===== src/plen_pkg.sv =====
`default_nettype none
package plen_pkg;

  localparam int unsigned MaxHosts   = 64;
  localparam int unsigned NumW       = 31;
  localparam int unsigned ValW       = 32;
  localparam int unsigned HostCntW   = 7;
  localparam int unsigned GrantLimit = (MaxHosts < 127) ? MaxHosts : 127;
  localparam logic [HostCntW-1:0] GrantMax = HostCntW'(GrantLimit);

  typedef enum logic [2:0] {
    OP_BEGIN     = 3'd0,
    OP_PREP_RPLY = 3'd1,
    OP_END_PREP  = 3'd2,
    OP_ACC_RPLY  = 3'd3,
    OP_END_ACC   = 3'd4,
    OP_PREP_REQ  = 3'd5,
    OP_ACC_REQ   = 3'd6,
    OP_LEARN     = 3'd7
  } opcode_t;

  typedef enum logic {
    REG_LIVE_HOSTS = 1'b0,
    REG_OWN_ADDR   = 1'b1
  } reg_idx_t;

  typedef struct packed {
    logic            ok;
    logic [NumW-1:0] number_out;
    logic [ValW-1:0] value_out;
    logic [ValW-1:0] leader;
    logic [ValW-1:0] election_round;
  } result_t;

endpackage
`default_nettype wire


===== src/paxos_leader_election_node_core.sv =====
`default_nettype none
// Each accepted beat's result is registered in out_r, or in skid_r while the output stalls.
// Throughput: one event per cycle while out_ready is high; with a result
// waiting, one more beat lands in the skid register, then in_ready drops until the output drains.
// Reset: synchronous active-low rst_n clears all protocol state, the
// configuration registers and the valid flags of both output buffer entries.
module paxos_leader_election_node_core
  import plen_pkg::*;
(
  input  wire logic                clk,
  input  wire logic                rst_n,

  input  wire logic                in_valid,
  output logic                     in_ready,
  input  wire logic [2:0]          in_opcode,
  input  wire logic                in_granted,
  input  wire logic [NumW-1:0]     in_number,
  input  wire logic [ValW-1:0]     in_value,

  output logic                     out_valid,
  input  wire logic                out_ready,
  output logic                     out_ok,
  output logic [NumW-1:0]          out_number_out,
  output logic [ValW-1:0]          out_value_out,
  output logic [ValW-1:0]          out_leader,
  output logic [ValW-1:0]          out_election_round,

  input  wire logic                cfg_psel,
  input  wire logic                cfg_penable,
  input  wire logic                cfg_pwrite,
  input  wire logic [2:0]          cfg_paddr,
  input  wire logic [31:0]         cfg_pwdata,
  output logic [31:0]              cfg_prdata,
  output logic                     cfg_pready
);

  logic [HostCntW-1:0] live_hosts_r;
  logic [ValW-1:0]     own_addr_r;

  logic [NumW-1:0]     promised_r,  promised_nxt;
  logic [NumW-1:0]     acc_num_r,   acc_num_nxt;
  logic [ValW-1:0]     acc_val_r,   acc_val_nxt;
  logic [ValW-1:0]     leader_r,    leader_nxt;
  logic [ValW-1:0]     prev_lead_r, prev_lead_nxt;
  logic [ValW-1:0]     round_r,     round_nxt;
  logic [NumW-1:0]     prop_num_r,  prop_num_nxt;
  logic                best_vld_r,  best_vld_nxt;
  logic [NumW-1:0]     best_num_r,  best_num_nxt;
  logic [ValW-1:0]     cand_r,      cand_nxt;
  logic [HostCntW-1:0] grants_r,    grants_nxt;

  result_t             res_nxt;
  result_t             out_r;
  result_t             skid_r;
  logic                out_vld_r;
  logic                skid_vld_r;

  logic                in_fire;
  logic                cfg_wr;
  reg_idx_t            cfg_idx;
  opcode_t             op;
  logic [HostCntW-2:0] thresh;
  logic [HostCntW-1:0] grants_inc;

  assign cfg_pready = 1'b1;
  assign cfg_idx    = reg_idx_t'(cfg_paddr[2]);
  assign cfg_wr     = cfg_psel & cfg_penable & cfg_pwrite;

  always_comb begin
    case (cfg_idx)
      REG_LIVE_HOSTS: cfg_prdata = {{(32-HostCntW){1'b0}}, live_hosts_r};
      REG_OWN_ADDR:   cfg_prdata = own_addr_r;
      default:        cfg_prdata = '0;
    endcase
  end

  always_ff @(posedge clk) begin
    if (!rst_n) begin
      live_hosts_r <= '0;
      own_addr_r   <= '0;
    end else if (cfg_wr) begin
      case (cfg_idx)
        REG_LIVE_HOSTS: live_hosts_r <= cfg_pwdata[HostCntW-1:0];
        REG_OWN_ADDR:   own_addr_r   <= cfg_pwdata;
        default:        ;
      endcase
    end
  end

  assign in_ready = !skid_vld_r;
  assign in_fire  = in_valid & in_ready;
  assign op       = opcode_t'(in_opcode);
  assign thresh   = live_hosts_r[HostCntW-1:1];
  assign grants_inc = (grants_r < GrantMax) ? grants_r + 1'b1 : grants_r;

  always_comb begin
    promised_nxt  = promised_r;
    acc_num_nxt   = acc_num_r;
    acc_val_nxt   = acc_val_r;
    leader_nxt    = leader_r;
    prev_lead_nxt = prev_lead_r;
    round_nxt     = round_r;
    prop_num_nxt  = prop_num_r;
    best_vld_nxt  = best_vld_r;
    best_num_nxt  = best_num_r;
    cand_nxt      = cand_r;
    grants_nxt    = grants_r;
    res_nxt       = '0;
    res_nxt.ok    = 1'b0;

    case (op)
      OP_BEGIN: begin
        prev_lead_nxt = leader_r;
        prop_num_nxt  = (&promised_r) ? promised_r : promised_r + 1'b1;
        cand_nxt      = own_addr_r;
        best_vld_nxt  = 1'b0;
        best_num_nxt  = '0;
        grants_nxt    = '0;
      end
      OP_PREP_RPLY: begin
        if (in_granted) begin
          grants_nxt = grants_inc;
          if (in_value != prev_lead_r && (!best_vld_r || in_number > best_num_r)) begin
            best_vld_nxt = 1'b1;
            best_num_nxt = in_number;
            cand_nxt     = in_value;
          end
        end
        res_nxt.ok = grants_nxt >= {1'b0, thresh};
      end
      OP_END_PREP: begin
        res_nxt.ok = grants_r >= {1'b0, thresh};
        grants_nxt = '0;
      end
      OP_ACC_RPLY: begin
        if (in_granted) begin
          grants_nxt = grants_inc;
        end
        res_nxt.ok = grants_nxt >= {1'b0, thresh};
      end
      OP_END_ACC: begin
        res_nxt.ok = grants_r >= {1'b0, thresh};
        if (res_nxt.ok) begin
          leader_nxt = acc_val_r;
          round_nxt  = round_r + 1'b1;
        end
        grants_nxt = '0;
      end
      OP_PREP_REQ: begin
        if (in_number > promised_r) begin
          promised_nxt = in_number;
          res_nxt.ok   = 1'b1;
        end
      end
      OP_ACC_REQ: begin
        if (in_number >= promised_r) begin
          promised_nxt = in_number;
          acc_num_nxt  = in_number;
          acc_val_nxt  = in_value;
          res_nxt.ok   = 1'b1;
        end
      end
      OP_LEARN: begin
        leader_nxt  = acc_val_r;
        round_nxt   = round_r + 1'b1;
        acc_val_nxt = '0;
        res_nxt.ok  = 1'b1;
      end
      default: ;
    endcase

    if (op == OP_PREP_REQ && res_nxt.ok) begin
      res_nxt.number_out = acc_num_r;
      res_nxt.value_out  = acc_val_r;
    end else if (op == OP_LEARN) begin
      res_nxt.number_out = prop_num_nxt;
      res_nxt.value_out  = acc_val_r;
    end else begin
      res_nxt.number_out = prop_num_nxt;
      res_nxt.value_out  = cand_nxt;
    end
    res_nxt.leader         = leader_nxt;
    res_nxt.election_round = round_nxt;
  end

  always_ff @(posedge clk) begin
    if (!rst_n) begin
      promised_r  <= '0;
      acc_num_r   <= '0;
      acc_val_r   <= '0;
      leader_r    <= '0;
      prev_lead_r <= '0;
      round_r     <= '0;
      prop_num_r  <= '0;
      best_vld_r  <= 1'b0;
      best_num_r  <= '0;
      cand_r      <= '0;
      grants_r    <= '0;
    end else if (in_fire) begin
      promised_r  <= promised_nxt;
      acc_num_r   <= acc_num_nxt;
      acc_val_r   <= acc_val_nxt;
      leader_r    <= leader_nxt;
      prev_lead_r <= prev_lead_nxt;
      round_r     <= round_nxt;
      prop_num_r  <= prop_num_nxt;
      best_vld_r  <= best_vld_nxt;
      best_num_r  <= best_num_nxt;
      cand_r      <= cand_nxt;
      grants_r    <= grants_nxt;
    end
  end

  // output register plus skid entry; skid beat is always the younger one
  always_ff @(posedge clk) begin
    if (!rst_n) begin
      out_vld_r  <= 1'b0;
      skid_vld_r <= 1'b0;
    end else if (!out_vld_r || out_ready) begin
      out_vld_r  <= skid_vld_r | in_fire;
      skid_vld_r <= 1'b0;
    end else if (in_fire) begin
      skid_vld_r <= 1'b1;
    end
  end

  always_ff @(posedge clk) begin
    if (!out_vld_r || out_ready) begin
      if (skid_vld_r) begin
        out_r <= skid_r;
      end else if (in_fire) begin
        out_r <= res_nxt;
      end
    end else if (in_fire) begin
      skid_r <= res_nxt;
    end
  end

  assign out_valid          = out_vld_r;
  assign out_ok             = out_r.ok;
  assign out_number_out     = out_r.number_out;
  assign out_value_out      = out_r.value_out;
  assign out_leader         = out_r.leader;
  assign out_election_round = out_r.election_round;

endmodule
`default_nettype wire


===== config.mk =====
export PLATFORM = sky130hd
export DESIGN_NAME = paxos_leader_election_node_core
export DESIGN_NICKNAME = d
export VERILOG_FILES = /design/src/plen_pkg.sv /design/src/paxos_leader_election_node_core.sv
export SDC_FILE = /design/constraint.sdc
export NUM_CORES = 1
export LEC_CHECK = 0
export ABC_AREA = 1
export CAP_MARGIN = 30
export CORE_MARGIN = 2
export CORE_UTILIZATION = 40
export CTS_CLUSTER_SIZE = 30
export DETAILED_ROUTE_END_ITERATION = 6
export DONT_BUFFER_PORTS = 1
export SYNTH_ARGS = -nofsm -noshare
export SYNTH_HDL_FRONTEND = slang
export SYNTH_SLANG_ARGS = --single-unit

===== constraint.sdc =====
create_clock -name clk -period 10.73 [get_ports clk]
set_clock_uncertainty 0.1 [all_clocks]
set_input_delay 1.073 -clock clk [delete_from_list [all_inputs] [get_ports clk]]
set_output_delay 1.073 -clock clk [all_outputs]
set_load 0.01 [all_outputs]

==> metrics <==
postcts setup bufs 0; Avg Cell Area, Syn 7.71 µm²; CP max stage delay about 600 ps; n_diodes 0; initial antenna violation count 2; Core Area roughly 0.073 mm²; register area around 0.014 mm²; most frequent cells in the layout nand2_1, inv_1, nor2_1; fmax ~0.24 GHz; RSZ-0062 raised after global routing no; final setup violation count 0; die height about 270 µm; routed vias/inst just over 5; CTS tree done; Syn Nets ~4000; Ys Warns 0; max-slew violations 0; Slowest-stage cell, CP inv_2; Die X approximately 270 µm; worst vdd ir 0.146 mV; unique cell type count in the Yosys netlist 47; CP required between 10000 and 15000 ps; Post-route DRC 0; starting density of the core between 40% and 50%; GPL Wtd Cong around 0.91; WHS 349 ps; Setup Crit Path Kind register to register; Yosys reg bits 589; Crit path arrival time 4360 ps; layout net count slightly below 4000; Placed Area ~0.03 mm²; Max FO, Critical Path 57; share of cells above drive strength 1 roughly 5.7%; Buf+Inv Stages, Crit Path 5; Most common cell on crit path nand2_1; register area share after synthesis between 40% and 50%; CP Cell Sequence inv_1 -> ha_1 -> nand2_1 -> nor2_1 -> nand2_1 -> o21ai_0 -> nand2_1 -> nand2_1 -> nand2_1 -> buf_4 -> inv_2 -> nor2_4 -> buf_4 -> inv_2 -> nand2_1 -> and2_1; Die ar. 0.0752 mm²; largest net degree at the start of global routing 135; H-tree levels 3; Post-synth EDFFs around 260; cts hold-fix bufs 0; critical path launch point type register; Clock Tree Buf Depth 3; FILL cells 7300; Area Growth Syn to Fin 10.6%; Num Clock Sinks 589; area taken by multi-input logic gates around 0.012 mm²; grt total ovfl 0; Root Buffer clkbuf_16; drt pass-1 iters 5; Rows ~100; min-delay worst type register to register; CTS Buf Count just under 70; max_cap viols 0; Final TNS setup 0 ps; Synth Instances 3788; first-pass GRT wire length approximately 130 mm; post-route cell area between 0.03 and 0.04 mm²; post-route ant nets 0; worst skew pair latency just over 600 ps; PwrDens 173 mW/mm²; status finished clean; post-cts resize count 0; vias in the first global route ~22000; crit path capture type register; Post-synth top flop dfxtp_1; Post-DP HPWL roughly 57 mm; Worst-path clk slew approximately 60 ps; leakage power ~14 nW; port buffer count 0; min Tclk post-route slightly above 4000 ps; initial DRC count 1925; FFs w/ async S/R, synth 0%; Vias between 20000 and 25000; Cell Area, Synth approximately 0.03 mm²; most common cell after layout, fill and taps aside nand2_1; worst relative slew slack about a third; GRT Total Usage around 22%; Total Wirelength 85.2 mm; drt wl/cell 18.1 µm; worst-margin pin slew about 980 ps; Period Utilization, post-route ~38%; final hold vios 0; I/O pin count about 270; crit-path leading delay family buffers and inverters
final timing paths:
check,cells past startpoint,startpoint,slack [ps],to
hold reg to reg,2,acc_num_r[28],350,acc_num_r[28]
setup reg to reg,16,promised_r[14],6600,skid_r[84]
setup / recovery,16,promised_r[14],6600,skid_r[84]
hold / removal,2,acc_num_r[28],350,acc_num_r[28]
layout make-up:
class                      count  share of cell area [%]
clock inverter                37                    1.64
tap                          959                    3.72
multi-input combinational   2497                    37.5
sequential                   589                    44.5
clock buffer                  90                    5.88
inverter                     503                    5.88
timing repair buffer          33                   0.953
registers in the layout, indices dropped and copies added (netlist names), 32 cells and up:
register	cells
acc_val_r	32
prev_lead_r	32
out_value_out	32
own_addr_r	32
round_r	32
out_leader	32
skid_r	128
out_election_round	32
leader_r	32
cand_r	32
where the power goes:
part / internal, W / total (W) / leakage (nW) / switching (W)
sequential: 0.00248 / 0.00257 / 5.19 / 0.0000952
clock: 0.00156 / 0.00254 / 1.19 / 0.000978
combinational: 0.000149 / 0.000486 / 7.64 / 0.000336
total: 0.00419 / 0.00560 / 14.0 / 0.00141
worst min-delay path: stages (launching register included):
cell     delay, ps
dfxtp_1        290
inv_1           50
a21oi_1         50
Yosys cell counts, drive strengths merged (30+ instances only):
cell type	instances	area, µm²
nand3	278	1410
o21ai	339	1780
nor2	360	1400
xor2	30	270
and2	33	206
a21oi	257	1290
edfxtp	256	7690
clkbuf	127	478
nand4	60	375
dfxtp	333	6670
inv	501	1880
ha	77	963
nand2	964	3640
buf	72	415
metrics by stage:
stage / worst slack [ps] / total power (W) / util (%) / std cells
after floorplan: 2740 / 0.00297 / - / 3788
after global placement: 5970 / 0.00309 / 41.0 / 4577
after detailed placement: 5920 / 0.00311 / 41.2 / 4581
after CTS: 6550 / 0.00566 / 44.5 / 4708
after global routing: 6220 / 0.00583 / 44.5 / 4708
final: 6600 / 0.00560 / 44.5 / 4708
layer usage:
| metal | vias up | track usage, % | part of all wire [%] |
|---|---|---|---|
| met5 | - | 0 | 0.015 |
| met4 | 2 | 6.86 | 2.7 |
| met3 | 130 | 6.22 | 8.4 |
| met2 | 695 | 31.8 | 41 |
| met1 | 11088 | 32.7 | 48 |
| li1 | 12097 | - | - |
cells by family after synthesis:
family                     after synthesis  synth area share, %
adders and majority gates               77                 3.30
DFF                                    589                 49.2
other                                    1               0.0128
AOI/OAI and AO/OA                      648                 11.8
xor gates and xnor gates                39                 1.20
buffers and inverters                  702                 9.53
and+or+nand+nor                       1732                 25.0
No activity file was read; power rests on OpenSTA's default activity.
